===== src/hw/rtl/bm25sa_pkg.sv =====
// Shared types, constants and a helper function for the BM25 score accumulator.
package bm25sa_pkg;

  // Accumulator store geometry.
  localparam int MAX_DOCS = 1024;
  localparam int DOC_AW   = $clog2(MAX_DOCS);

  // Queue between the front and back parts.
  localparam int FIFO_DEPTH = 2;
  localparam int FIFO_AW    = (FIFO_DEPTH > 1) ? $clog2(FIFO_DEPTH) : 1;

  // Most transactions that can be inside the block at once:
  // queue entries, the item in the back part and the output register.
  localparam int PEND_MAX = FIFO_DEPTH + 2;

  // ln 2 in Q0.32.
  localparam logic [31:0] LN2_Q32 = 32'd2977044472;

  // Register reset values.
  localparam logic [9:0] K_ONE_RST    = 10'd307;
  localparam logic [8:0] B_WEIGHT_RST = 9'd192;
  localparam logic [8:0] B_ONE        = 9'd256;

  // Configuration register indexes (byte address / 4).
  typedef enum logic [1:0] {
    REG_DOC_COUNT   = 2'd0,
    REG_AVG_DOC_LEN = 2'd1,
    REG_K_ONE       = 2'd2,
    REG_B_WEIGHT    = 2'd3
  } reg_idx_t;

  // Input command codes.
  typedef enum logic {
    CMD_ADD  = 1'b0,
    CMD_READ = 1'b1
  } cmd_t;

  typedef struct packed {
    logic [20:0] doc_count;
    logic [27:0] avg_doc_len;
    logic [9:0]  k_one;
    logic [8:0]  b_weight;
  } cfg_t;

  // Classified item as it travels through the queue.
  typedef struct packed {
    cmd_t        cmd;
    logic        idx_ok;
    logic        skip;
    logic [9:0]  doc_index;
    logic [15:0] tf;
    logic [19:0] len;
    logic [20:0] df;
  } work_t;

  // Request and response between the back part and the score unit.
  typedef struct packed {
    logic        start;
    logic        skip;
    logic [15:0] tf;
    logic [19:0] len;
    logic [20:0] df;
  } score_req_t;

  typedef struct packed {
    logic        done;
    logic [31:0] score;
  } score_rsp_t;

  typedef enum logic [2:0] {
    BK_CLEAR,
    BK_IDLE,
    BK_CALC,
    BK_READ,
    BK_UPD
  } back_state_t;

  typedef enum logic [3:0] {
    SC_IDLE,
    SC_LOG,
    SC_IDF,
    SC_DIV1,
    SC_NORM,
    SC_DEN,
    SC_DIV2,
    SC_MUL,
    SC_DONE
  } score_state_t;

  // Index of the highest set bit (0 when no bit is set).
  function automatic logic [4:0] top_bit(input logic [22:0] x);
    logic [4:0] r;
    r = '0;
    for (int i = 0; i < 23; i++) begin
      if (x[i]) r = 5'(i);
    end
    return r;
  endfunction

endpackage


===== src/hw/rtl/bm25sa_if.sv =====
// Valid/ready channel interfaces for postings in and scores out.
interface bm25sa_in_if;
  logic        valid;
  logic        ready;
  logic        command;
  logic [9:0]  doc_index;
  logic [15:0] term_count;
  logic [19:0] doc_length;
  logic [20:0] doc_freq;

  modport source(output valid, command, doc_index, term_count, doc_length, doc_freq,
                 input ready);
  modport sink(input valid, command, doc_index, term_count, doc_length, doc_freq,
               output ready);
endinterface



===== src/hw/rtl/bm25sa_front.sv =====
// Front part: accepts postings, clamps df and classifies each transaction.
module bm25sa_front import bm25sa_pkg::*; (
  bm25sa_in_if.sink in_chan,
  input  cfg_t      cfg,
  input  logic      accept_en,
  input  logic      fifo_full,
  output logic      push,
  output work_t     push_data
);

  logic [20:0] df_c;

  // Handshake: take a transaction whenever accept_en is high and the queue has room.
  assign in_chan.ready = accept_en && !fifo_full;
  assign push          = in_chan.valid && in_chan.ready;

  // Clamp df to N and flag postings whose score is zero by definition.
  always_comb begin
    df_c = (in_chan.doc_freq > cfg.doc_count) ? cfg.doc_count : in_chan.doc_freq;
    push_data.cmd       = cmd_t'(in_chan.command);
    push_data.idx_ok    = 32'(in_chan.doc_index) < MAX_DOCS;
    push_data.skip      = (df_c == '0) || (cfg.avg_doc_len == '0);
    push_data.doc_index = in_chan.doc_index;
    push_data.tf        = in_chan.term_count;
    push_data.len       = in_chan.doc_length;
    push_data.df        = df_c;
  end

endmodule


===== src/flat_wrapper.sv =====
// flat-port wrapper written by rule: the top's interface ports become plain ports
module bm25sa_front_flat import bm25sa_pkg::*;
  (cfg, accept_en, fifo_full, push, push_data, in_chan_valid, in_chan_command, in_chan_doc_index, in_chan_term_count, in_chan_doc_length, in_chan_doc_freq, in_chan_ready);
  bm25sa_in_if in_chan_i ();
  input  cfg_t cfg;
  input  logic accept_en;
  input  logic fifo_full;
  output logic push;
  output work_t push_data;
  input wire logic [$bits(in_chan_i.valid)-1:0] in_chan_valid;
  input wire logic [$bits(in_chan_i.command)-1:0] in_chan_command;
  input wire logic [$bits(in_chan_i.doc_index)-1:0] in_chan_doc_index;
  input wire logic [$bits(in_chan_i.term_count)-1:0] in_chan_term_count;
  input wire logic [$bits(in_chan_i.doc_length)-1:0] in_chan_doc_length;
  input wire logic [$bits(in_chan_i.doc_freq)-1:0] in_chan_doc_freq;
  output wire logic [$bits(in_chan_i.ready)-1:0] in_chan_ready;
  assign in_chan_i.valid = in_chan_valid;
  assign in_chan_i.command = in_chan_command;
  assign in_chan_i.doc_index = in_chan_doc_index;
  assign in_chan_i.term_count = in_chan_term_count;
  assign in_chan_i.doc_length = in_chan_doc_length;
  assign in_chan_i.doc_freq = in_chan_doc_freq;
  assign in_chan_ready = in_chan_i.ready;
  bm25sa_front u_core (.in_chan(in_chan_i), .cfg(cfg), .accept_en(accept_en), .fifo_full(fifo_full), .push(push), .push_data(push_data));
endmodule

===== config.mk =====
export PLATFORM = sky130hd
export DESIGN_NAME = bm25sa_front_flat
export DESIGN_NICKNAME = d
export VERILOG_FILES = /design/src/hw/rtl/bm25sa_pkg.sv /design/src/hw/rtl/bm25sa_if.sv /design/src/hw/rtl/bm25sa_front.sv /design/src/flat_wrapper.sv
export SDC_FILE = /design/constraint.sdc
export NUM_CORES = 1
export LEC_CHECK = 0
export ABC_CLOCK_PERIOD_IN_PS = 2200
export BUFFER_PORTS_ARGS = -buffer_cell sky130_fd_sc_hd__buf_2
export CAP_MARGIN = 20
export CORE_AREA = 4 4 79 81
export DETAILED_ROUTE_END_ITERATION = 10
export DIE_AREA = 0 0 83 85
export GPL_TIMING_DRIVEN = 0
export PLACE_DENSITY_LB_ADDON = 0.12
export SYNTH_ARGS = -nofsm -noshare
export SYNTH_HDL_FRONTEND = slang
export SYNTH_SLANG_ARGS = --single-unit
export TNS_END_PERCENT = 20

===== constraint.sdc =====
create_clock -name vclk -period 2.2
set_clock_uncertainty 0.15 [all_clocks]
set_input_delay 0.33 -clock vclk [all_inputs]
set_output_delay 0.33 -clock vclk [all_outputs]
set_load 0.05 [all_outputs]

-- Word level (Yosys, flattened, before mapping)
Cells that the tools add are included.
- register bits after elaboration: 0
- logic and storage cells: 8
- output and inout port bits: 72
- bits of input ports: 139
- order comparisons: 1
- reduce and logical (&&, ||, !) cells: 6
- muxes and demuxes: 1
- operators with widths (kind ; count):
    28-bit zero test ; 1
    21-bit greater-than comparator ; 1
    21-bit zero test ; 1
    21-bit two-way mux ; 1
    1-bit logical AND ; 2
    1-bit zero test ; 1
    1-bit logical OR ; 1

-- Longest topological paths before layout
- word-level depth: 4
- gate-level depth with buffers: 9
- depth with buffers taken out: 8

-- Worst setup path before layout
No wires, ideal clock.
- kind: input to output
- start: in cfg[55] in the netlist's numbering
- end: out push_data[0] in the netlist's numbering
- path buffers: 1
- cell stages on the path: 9
- path slack: -0.296 ns
- arrival time: 2.016 ns
- required time: 1.720 ns
- cell sequence: inv_1 -> ha_1 -> a21oi_1 -> o21ai_1 -> a222oi_1 -> nand3_2 -> nand2_4 -> buf_12 -> mux2_4
- RTL lines (element ; line ; source):
    start, declared ; flat_wrapper.sv:5 ; input cfg_t cfg;
    end, declared ; flat_wrapper.sv:9 ; output work_t push_data;

==> flow_summary.ini <==
[floorplan]
initial_core_util = 0.267
die_area_um2 = 7060
num_io_pins = 211
core_area_um2 = 5470
die_h_um = 85
rows = 27
die_x_um = 83

[sta]
fin_ws_ns = -0.533
slew_viol_final = 0
post-route-min-period_ns = 2.73
rsz0062_at_grt = yes
tns_ns = -11.12
finalSetupViolCount = 22
finalCritPeriodShare = 1.24
fmax_mhz = 366
hold_viol = 0

[logic_synthesis]
synth_nets = 338
yosysSeqAreaShare = 0
netlist_instances = 178
synth_top_area_share = 0.247
synth_top_area_cell = buf_4
synth_warnings = 0
synth_area_leaders = buf_4 (25%), mux2_4 (21%), ha_1 (18%)
synth_area_um2 = 1460
avgSynthCellArea_um2 = 8.20
yosysMostFrequentCell = buf_4
synthTopCellsByCount = buf_4 (48), ha_1 (21), inv_1 (21)
synthDistinctLibCells = 29

[power_and_ir_drop]
vdd_drop_max_v = 0.000191
p_total_w = 0.00100
p_per_area_nw_per_um2 = 347
leakage_nw = 1.51

[hold_path]
worstHoldEndpoint = push_data[42]
hold_path_depth = 2
min-delay-start = in_chan_term_count[1]
hold_class = input port to output port

[grt]
grt_max_degree = 11
antenna_found_initial = 0
track_usage = 0.137
grt_pass1_vias = 1784
grt_pass1_wl_mm = 8.32
grt-ovfl-total = 0

[cells_and_area]
fin_nets = 489
seq_area_um2 = 0
syn_to_final_growth_pct = 97.8
clock_buffer_count = 0
n_fill_cell = 534
layout-drive-gt1-share = 0.804
antenna_cells = 0
flops_and_latches = 0

[detailed_routing]
ant_nets = 0
drtIter0Drc = 61
vias = 1764
detail_route.vias_per_cell = 4.42
drt_pre_antenna_iters = 4
wl_per_cell_um = 14.3
routed_wirelength_mm = 5.71
drcViolationCount = 0

[worst_setup_path]
worstSetupStartpointType = input port
cp.arrival_ns = 2.25
end_kind = output port
crit_fanout = 5
critPathKind = input port to output port
critPathRequiredTime_ns = 1.72

[placement]
portBuffers = 144
gp_congestion = 0.805
dp_hpwl_mm = 4.98

[job]
drv_cap = 0

[run_status]
status = finished with violations
violations = setup timing
## layout make-up
type	instances	area (um2)	area share
plain buffers	50	400	0.139
inverters	21	106	0.0368
multi-input cells	107	1230	0.427
well taps	72	90.1	0.0312
repair buffers	149	1060	0.366
## worst max-delay path by stage
stage,startpoint,slack [ns],to
3_5_place_dp,cfg[58],-0.66,push_data[67]
4_1_cts,cfg[56],-0.55,push_data[17]
3_3_place_gp,cfg[58],-0.65,push_data[13]
2_1_floorplan,cfg[58],-0.21,push_data[0]
6_report,in_chan_doc_freq[19],-0.53,push_data[5]
5_1_grt,cfg[65],-0.64,push_data[5]
## cells in the final DEF, fill, tap and decap left out
cell type and instances:
a211o_4 1, a21o_1 2, a21oi_1 7, a21oi_2 2, a222oi_1 1, and2_1 1, and3_1 1, buf_12 3
buf_2 102, buf_4 57, buf_6 31, buf_8 4, clkbuf_16 2, conb_1 1, ha_1 5, ha_4 16
inv_1 5, inv_12 1, inv_2 9, inv_4 6, mux2_2 1, mux2_4 20, nand2_1 6, nand2_4 1
nand3_1 3, nand3_2 1, nand3b_1 1, nand4_1 6, nand4_4 2, nor2_1 2, nor2b_1 1, nor3_1 1
nor3_2 1, nor4_1 17, nor4_2 1, nor4_4 1, o21a_1 1, o21ai_1 3, o21ba_2 1
## what timing repair did
item                                    4_1_cts  5_1_grt
pin swaps                                     4       18
gates resized for setup                      48       48
gates cloned                                  0        2
endpoints found under the setup margin       22       22
hold buffers                                  0        0
setup buffers                                 1        2
## metal layers
layer,up-vias,GRT usage,share of wire
li1,888,-,-
met1,766,0.158,0.37
met2,110,0.266,0.53
met3,0,0.0340,0.10
met4,0,0.00297,0
met5,-,0,0
## stage by stage
stage               hold slack (ns)   util  worst slack, ns  cell area (um2)  cells
floorplan                     0.677      -           -0.209             1680    178
global placement              0.813  0.454           -0.652             2490    394
detailed placement            0.813  0.454           -0.658             2490    394
CTS                           0.813  0.484           -0.550             2650    395
global route                  0.816  0.528           -0.640             2890    399
finish                        0.812  0.528           -0.533             2890    399
## power by group
part	internal, W	leakage [nW]	switching (W)
clock	0	0	0
sequential	0	0	0
combinational	0.000438	1.51	0.000564
## logic make-up (layout without fill, tap and decap cells)
group,after synthesis,after routing,share of synthesized area
AOI/OAI and AO/OA,18,18,0.0771
muxes,21,21,0.213
buffers and inverters,71,220,0.328
and+or+nand+nor,46,46,0.199
other,1,1,0.00257
adders and majority gates,21,21,0.180
## critical path, cell delays in order
cell,delay [ns]
buf_4,0.13
ha_4,0.28
nand4_4,0.14
nor4_4,0.31
nand4_1,0.23
nand2_4,0.20
clkbuf_16,0.18
mux2_4,0.30
buf_8,0.15
(Power assumes the default switching activity.)
