`config.mk`:
```
export PLATFORM = sky130hd
export DESIGN_NAME = bm25sa_fifo
export DESIGN_NICKNAME = d
export VERILOG_FILES = /design/src/hw/rtl/bm25sa_pkg.sv /design/src/hw/rtl/bm25sa_fifo.sv
export SDC_FILE = /design/constraint.sdc
export NUM_CORES = 1
export LEC_CHECK = 0
export BUFFER_PORTS_ARGS = -buffer_cell sky130_fd_sc_hd__buf_2
export CORE_MARGIN = 2
export CORE_UTILIZATION = 46
export CTS_CLUSTER_DIAMETER = 40
export DETAILED_ROUTE_END_ITERATION = 10
export PLACE_DENSITY = 0.7
export SLEW_MARGIN = 20
export SYNTH_ARGS = -nofsm -noshare
export SYNTH_HDL_FRONTEND = slang
export SYNTH_SLANG_ARGS = --single-unit
```
`constraint.sdc`:
```
create_clock -name clk -period 4.45 [get_ports clk]
set_input_delay 0.2225 -clock clk [delete_from_list [all_inputs] [get_ports clk]]
set_output_delay 0.2225 -clock clk [all_outputs]
set_load 0.005 [all_outputs]
```
`src/hw/rtl/bm25sa_pkg.sv`:
```
// Shared types, constants and a helper function for the BM25 score accumulator.
package bm25sa_pkg;

  // Accumulator store geometry.
  localparam int MAX_DOCS = 1024;
  localparam int DOC_AW   = $clog2(MAX_DOCS);

  // Queue between the front and back parts.
  localparam int FIFO_DEPTH = 2;
  localparam int FIFO_AW    = (FIFO_DEPTH > 1) ? $clog2(FIFO_DEPTH) : 1;

  // Most transactions that can be inside the block at once:
  // queue entries, the item in the back part and the output register.
  localparam int PEND_MAX = FIFO_DEPTH + 2;

  // ln 2 in Q0.32.
  localparam logic [31:0] LN2_Q32 = 32'd2977044472;

  // Register reset values.
  localparam logic [9:0] K_ONE_RST    = 10'd307;
  localparam logic [8:0] B_WEIGHT_RST = 9'd192;
  localparam logic [8:0] B_ONE        = 9'd256;

  // Configuration register indexes (byte address / 4).
  typedef enum logic [1:0] {
    REG_DOC_COUNT   = 2'd0,
    REG_AVG_DOC_LEN = 2'd1,
    REG_K_ONE       = 2'd2,
    REG_B_WEIGHT    = 2'd3
  } reg_idx_t;

  // Input command codes.
  typedef enum logic {
    CMD_ADD  = 1'b0,
    CMD_READ = 1'b1
  } cmd_t;

  typedef struct packed {
    logic [20:0] doc_count;
    logic [27:0] avg_doc_len;
    logic [9:0]  k_one;
    logic [8:0]  b_weight;
  } cfg_t;

  // Classified item as it travels through the queue.
  typedef struct packed {
    cmd_t        cmd;
    logic        idx_ok;
    logic        skip;
    logic [9:0]  doc_index;
    logic [15:0] tf;
    logic [19:0] len;
    logic [20:0] df;
  } work_t;

  // Request and response between the back part and the score unit.
  typedef struct packed {
    logic        start;
    logic        skip;
    logic [15:0] tf;
    logic [19:0] len;
    logic [20:0] df;
  } score_req_t;

  typedef struct packed {
    logic        done;
    logic [31:0] score;
  } score_rsp_t;

  typedef enum logic [2:0] {
    BK_CLEAR,
    BK_IDLE,
    BK_CALC,
    BK_READ,
    BK_UPD
  } back_state_t;

  typedef enum logic [3:0] {
    SC_IDLE,
    SC_LOG,
    SC_IDF,
    SC_DIV1,
    SC_NORM,
    SC_DEN,
    SC_DIV2,
    SC_MUL,
    SC_DONE
  } score_state_t;

  // Index of the highest set bit (0 when no bit is set).
  function automatic logic [4:0] top_bit(input logic [22:0] x);
    logic [4:0] r;
    r = '0;
    for (int i = 0; i < 23; i++) begin
      if (x[i]) r = 5'(i);
    end
    return r;
  endfunction

endpackage

```
`src/hw/rtl/bm25sa_fifo.sv`:
```
// Short queue of classified transactions between the front and back parts.
module bm25sa_fifo import bm25sa_pkg::*; (
  input  logic  clk,
  input  logic  rst_n,
  input  logic  push,
  input  work_t push_data,
  output logic  full,
  input  logic  pop,
  output work_t pop_data,
  output logic  empty
);

  work_t              mem_r [FIFO_DEPTH];
  logic [FIFO_AW-1:0] wr_ptr_r, wr_ptr_nxt;
  logic [FIFO_AW-1:0] rd_ptr_r, rd_ptr_nxt;
  logic [FIFO_AW:0]   cnt_r, cnt_nxt;

  assign full     = cnt_r == (FIFO_AW + 1)'(FIFO_DEPTH);
  assign empty    = cnt_r == '0;
  assign pop_data = mem_r[rd_ptr_r];

  // Pointer and fill count update.
  always_comb begin
    wr_ptr_nxt = wr_ptr_r;
    rd_ptr_nxt = rd_ptr_r;
    cnt_nxt    = cnt_r;
    if (push) begin
      wr_ptr_nxt = (wr_ptr_r == FIFO_AW'(FIFO_DEPTH - 1)) ? '0 : wr_ptr_r + 1'b1;
    end
    if (pop) begin
      rd_ptr_nxt = (rd_ptr_r == FIFO_AW'(FIFO_DEPTH - 1)) ? '0 : rd_ptr_r + 1'b1;
    end
    if (push && !pop) cnt_nxt = cnt_r + 1'b1;
    else if (pop && !push) cnt_nxt = cnt_r - 1'b1;
  end

  always_ff @(posedge clk) begin
    if (!rst_n) begin
      wr_ptr_r <= '0;
      rd_ptr_r <= '0;
      cnt_r    <= '0;
    end else begin
      wr_ptr_r <= wr_ptr_nxt;
      rd_ptr_r <= rd_ptr_nxt;
      cnt_r    <= cnt_nxt;
    end
  end

  // Entry storage.
  always_ff @(posedge clk) begin
    if (push) mem_r[wr_ptr_r] <= push_data;
  end

endmodule

```
Word level (Yosys, flattened, before mapping)
Memory sizes are Yosys's and may differ from the RTL's. A register that Yosys moved wholly into a read port is not among the register bits.
Index checks and enable logic that the tools add are counted.
{"block": "totals", "reg_bits": 4, "latch_bits": 0, "ramBits": 140, "rom_bits": 0, "inputBits": 74, "out_inout_bits": 72, "wordCells": 23, "memories": 1}
{"name": "mem_r", "words": 2, "word_bits": 70, "read_ports": 1, "rd_clocked_by_memory_dff": 1, "wr": 1, "line_no": "bm25sa_fifo.sv:13", "text": "work_t mem_r [FIFO_DEPTH];"}
{"block": "op_classes", "addsub": 4, "n_mul": 0, "div_mod_pow": 0, "order_cmp": 0, "eq_ne": 1, "shift": 0, "n_mux": 8, "bitwise_logic": 0, "reduce_logical": 6}
{"operator": "2-to-1 mux 1 bit", "n": 6}
{"operator": "2-to-1 mux 2 bit", "n": 2}
{"operator": "adder 1 bit, second input constant", "n": 2}
{"operator": "adder 2 x 1 -> 2 bit, second input constant", "n": 1}
{"operator": "== test 2 bit, second input constant", "n": 1}
{"operator": "logical AND 1 bit", "n": 2}
{"operator": "logical NOT 1 bit", "n": 2}
{"operator": "logical NOT 2 bit", "n": 1}
{"operator": "nonzero test 2 bit", "n": 1}
{"operator": "subtractor 2 x 1 -> 2 bit, second input constant", "n": 1}

Logic depth before layout (Yosys ltp)
{"block": "depth", "ltp_word": 4, "mapped_depth": 5}

Least setup slack after synthesis
Ideal clock, no wire load.
{"block": "synth_path", "kind": "register to register", "startpoint": "register wr_ptr_r", "endpoint": "memory mem_r[0][0] (netlist name) (enable)", "setup_time_ps": 508, "arrival_time_ps": 3435, "t_required_ps": 3942, "path_slack_ps": 507, "stages_incl_launch_ff": 2, "synth_period_minus_slack_ps": 3943, "path_cell_list": "dfxtp_1 > nor2b_1"}
{"item": "start: declaration", "line_no": "bm25sa_fifo.sv:14", "text": "logic [FIFO_AW-1:0] wr_ptr_r, wr_ptr_nxt;"}
{"item": "start signal: assignment", "line_no": "bm25sa_fifo.sv:43", "text": "wr_ptr_r <= wr_ptr_nxt;"}
{"item": "end: declaration", "line_no": "bm25sa_fifo.sv:13"}
No word-level cell before the write port.

==> results.sh <==
export IMPL_status="finished clean"
export IMPL_clk_latency_ns=0.40
export IMPL_cellLeakagePower_uw=0.002732
export IMPL_cts_tree="built"
export IMPL_grt_max_degree=71
export IMPL_rsz0062_at_grt="no"
export IMPL_ys_warn_count=0
export IMPL_overflow=0
export IMPL_drcViolationCount=0
export IMPL_final_hold_viol_count=0
export IMPL_r2r_setup_slack_ns=2.62
export IMPL_tightestPinTransition_ns=0.9526
export IMPL_coreArea_um2=11270
export IMPL_critPathLaunchType="flop"
export IMPL_grtUsageTotal_pct=15.85
export IMPL_cts_resized=0
export IMPL_antenna_found_initial=0
export IMPL_io_pins=146
export IMPL_p_comb_share_pct=8.7
export IMPL_crit_type="reg2out"
export IMPL_ir_drop_mv=0.2586
export IMPL_setup_viol=0
export IMPL_htreeDepth=4
export IMPL_max_stage_delay_ns=0.94
export IMPL_num_rows=39
export IMPL_max_slew_margin_rel_pct=36.50
export IMPL_power_share_sequential_pct=49.8
export IMPL_grt_pass1_vias=3101
export IMPL_ys_ff_latch=145
export IMPL_cp_end_kind="output port"
export IMPL_yosysSeqAreaShare_pct=81.96
export IMPL_num_vias=2854
export IMPL_start_util_pct=46.59
export IMPL_path_max_fanout=70
export IMPL_p_per_area_nw_per_um2=451.2
export IMPL_ctsHoldBuffers=50
export IMPL_nNetsFinal=522
export IMPL_swShare_pct=20.91
export IMPL_synth_fp_nets=315
export IMPL_via_per_inst=4.733
export IMPL_whs_ns=0.01564
export IMPL_grt_pass1_wl_mm=14.99
export IMPL_antenna_diode_count=0
export IMPL_cts_buffers=17
export IMPL_drt_iter0_drc=82
export IMPL_cp_slowest_cell="dfxtp_4"
export IMPL_io_buffers=145
export IMPL_drive_gt1_share_pct=54.35
export IMPL_cts_root_buffer="clkbuf_16"
export IMPL_synth_area_um2=5251
export IMPL_timing_fmax_mhz=453.5
export IMPL_synthCells=240
export IMPL_wire_per_inst_um=15.79
export IMPL_fin_setup_tns_ns=0
export IMPL_intPower_uw=2573
export IMPL_dpl_hpwl_mm=5.600
export IMPL_cts_setup_buffers=0
export IMPL_arrival_ns=1.98
export IMPL_path_cells="mux2_2 -> buf_2"
export IMPL_dr_pass1_iters=4
export IMPL_place_congestion=0.7315
export IMPL_p_switching_uw=680.3
export IMPL_timing_max_cap_violations=0
export IMPL_clockBufferDepth=2
export IMPL_finalMaxSlewViolations=0
export IMPL_timing_critical_path_buf_inv=1
export IMPL_synth_cell_types=16
export IMPL_clock_sinks=145
export IMPL_die_area_um2=12290
export IMPL_clkTransAtPathRegs_ns=0.06
export IMPL_die_x_um=110.8
export IMPL_die_h_um=110.8
export IMPL_syn_avg_cell_area_um2=21.88
export IMPL_post_route_period_util_pct=49.55
export IMPL_postRouteWirelength_mm=9.519
export IMPL_fin_skew_ns=0.006371
export IMPL_min_path_type="in2reg"
export IMPL_cp_top_family="flip-flops"
export IMPL_power_share_clock_pct=41.5
export IMPL_period_minus_slack_ns=2.205
export IMPL_syn2layout_area_growth_pct=37.29
export IMPL_ant_nets=0
export IMPL_cp_required_ns=4.23
-- flip-flops by register name (all words and copies together) (netlist names), named ones only --
register	flops
rd_ptr_r	1
mem_r	140
cnt_r	2
wr_ptr_r	1
-- path summary, 6_finish.rpt --
kind                       from  cells after the start           end
setup / recovery           flop                      2  pop_data[35]
hold / removal    push_data[58]                      1  mem_r[0][58]
setup reg to reg       wr_ptr_r                      2  mem_r[0][32]
hold reg to reg        cnt_r[1]                      2      cnt_r[1]
-- synth_stat cells --
master / number / area [um^2]
a21boi_1: 1 / 7.510
and2_1: 4 / 25.02
and2b_2: 1 / 8.760
buf_2: 8 / 40.04
dfxtp_1: 5 / 100.1
edfxtp_1: 140 / 4204
ha_1: 1 / 12.51
inv_1: 1 / 3.750
mux2_2: 70 / 788.3
nor2_1: 1 / 3.750
nor2b_1: 2 / 12.51
o21a_1: 1 / 7.510
o21ai_0: 1 / 5.000
or3_1: 1 / 6.260
xnor2_1: 1 / 8.760
xor2_1: 2 / 17.52
-- routing by layer --
metal	up-vias	GRT usage [%]	part of all wire [%]
met5	-	0	0
met4	0	6.083	1.2
met3	12	5.358	5.5
met2	91	27.44	53
met1	1383	18.25	41
li1	1368	-	-
-- stage by stage --
stage	cell area (um^2)	instances	worst slack [ns]	total power, uW	util [%]
4_1_cts	7209	603	2.211	3289	63.96
6_report	7209	603	2.245	3253	63.96
3_5_place_dp	6137	521	2.562	1901	54.45
5_1_grt	7209	603	2.129	3377	63.96
2_1_floorplan	5251	240	0.5074	1770	-
3_3_place_gp	6137	521	2.606	1890	54.45
-- cells in the final DEF (no fill, tap or decap), drive strengths merged, types with 2 or more instances in the layout --
cell type	n
edfxtp	140
clkinvlp	5
dlygate4sd3	50
mux2	70
and2	4
bufinv	2
inv	2
clkinv	5
dfxtp	5
xor2	2
buf	146
clkbuf	19
nor2b	2
-- area by class of cell --
| class | count | area, um^2 |
|---|---|---|
| Clock buffer | 19 | 432.9 |
| Clock inverter | 13 | 138.9 |
| Fill cell | 819 | 4063 |
| Inverter | 1 | 3.754 |
| Multi-Input combinational cell | 86 | 913.4 |
| Sequential cell | 145 | 4308 |
| Tap cell | 143 | 178.9 |
| Timing Repair Buffer | 196 | 1234 |
-- logic make-up after synthesis --
| family | count (synthesis) | share of synthesized area, % |
|---|---|---|
| AND/OR/NAND/NOR | 9 | 1.072 |
| buffers and inverters | 9 | 0.8339 |
| adder cells (fa/ha/maj) | 1 | 0.2382 |
| multiplexers | 70 | 15.01 |
| XOR/XNOR | 3 | 0.5004 |
| AO/OA/AOI/OAI | 3 | 0.3812 |
| flip-flops | 145 | 81.96 |
-- power by group through the flow --
stage,clock network [uW],registers (uW),logic (uW)
finish,1350,1620,283
global placement,0,1640,245
floorplan,0,1620,147
CTS,1380,1620,287
detailed placement,0,1650,251
global route,1440,1630,308
No activity file was read; power rests on OpenSTA's default activity.
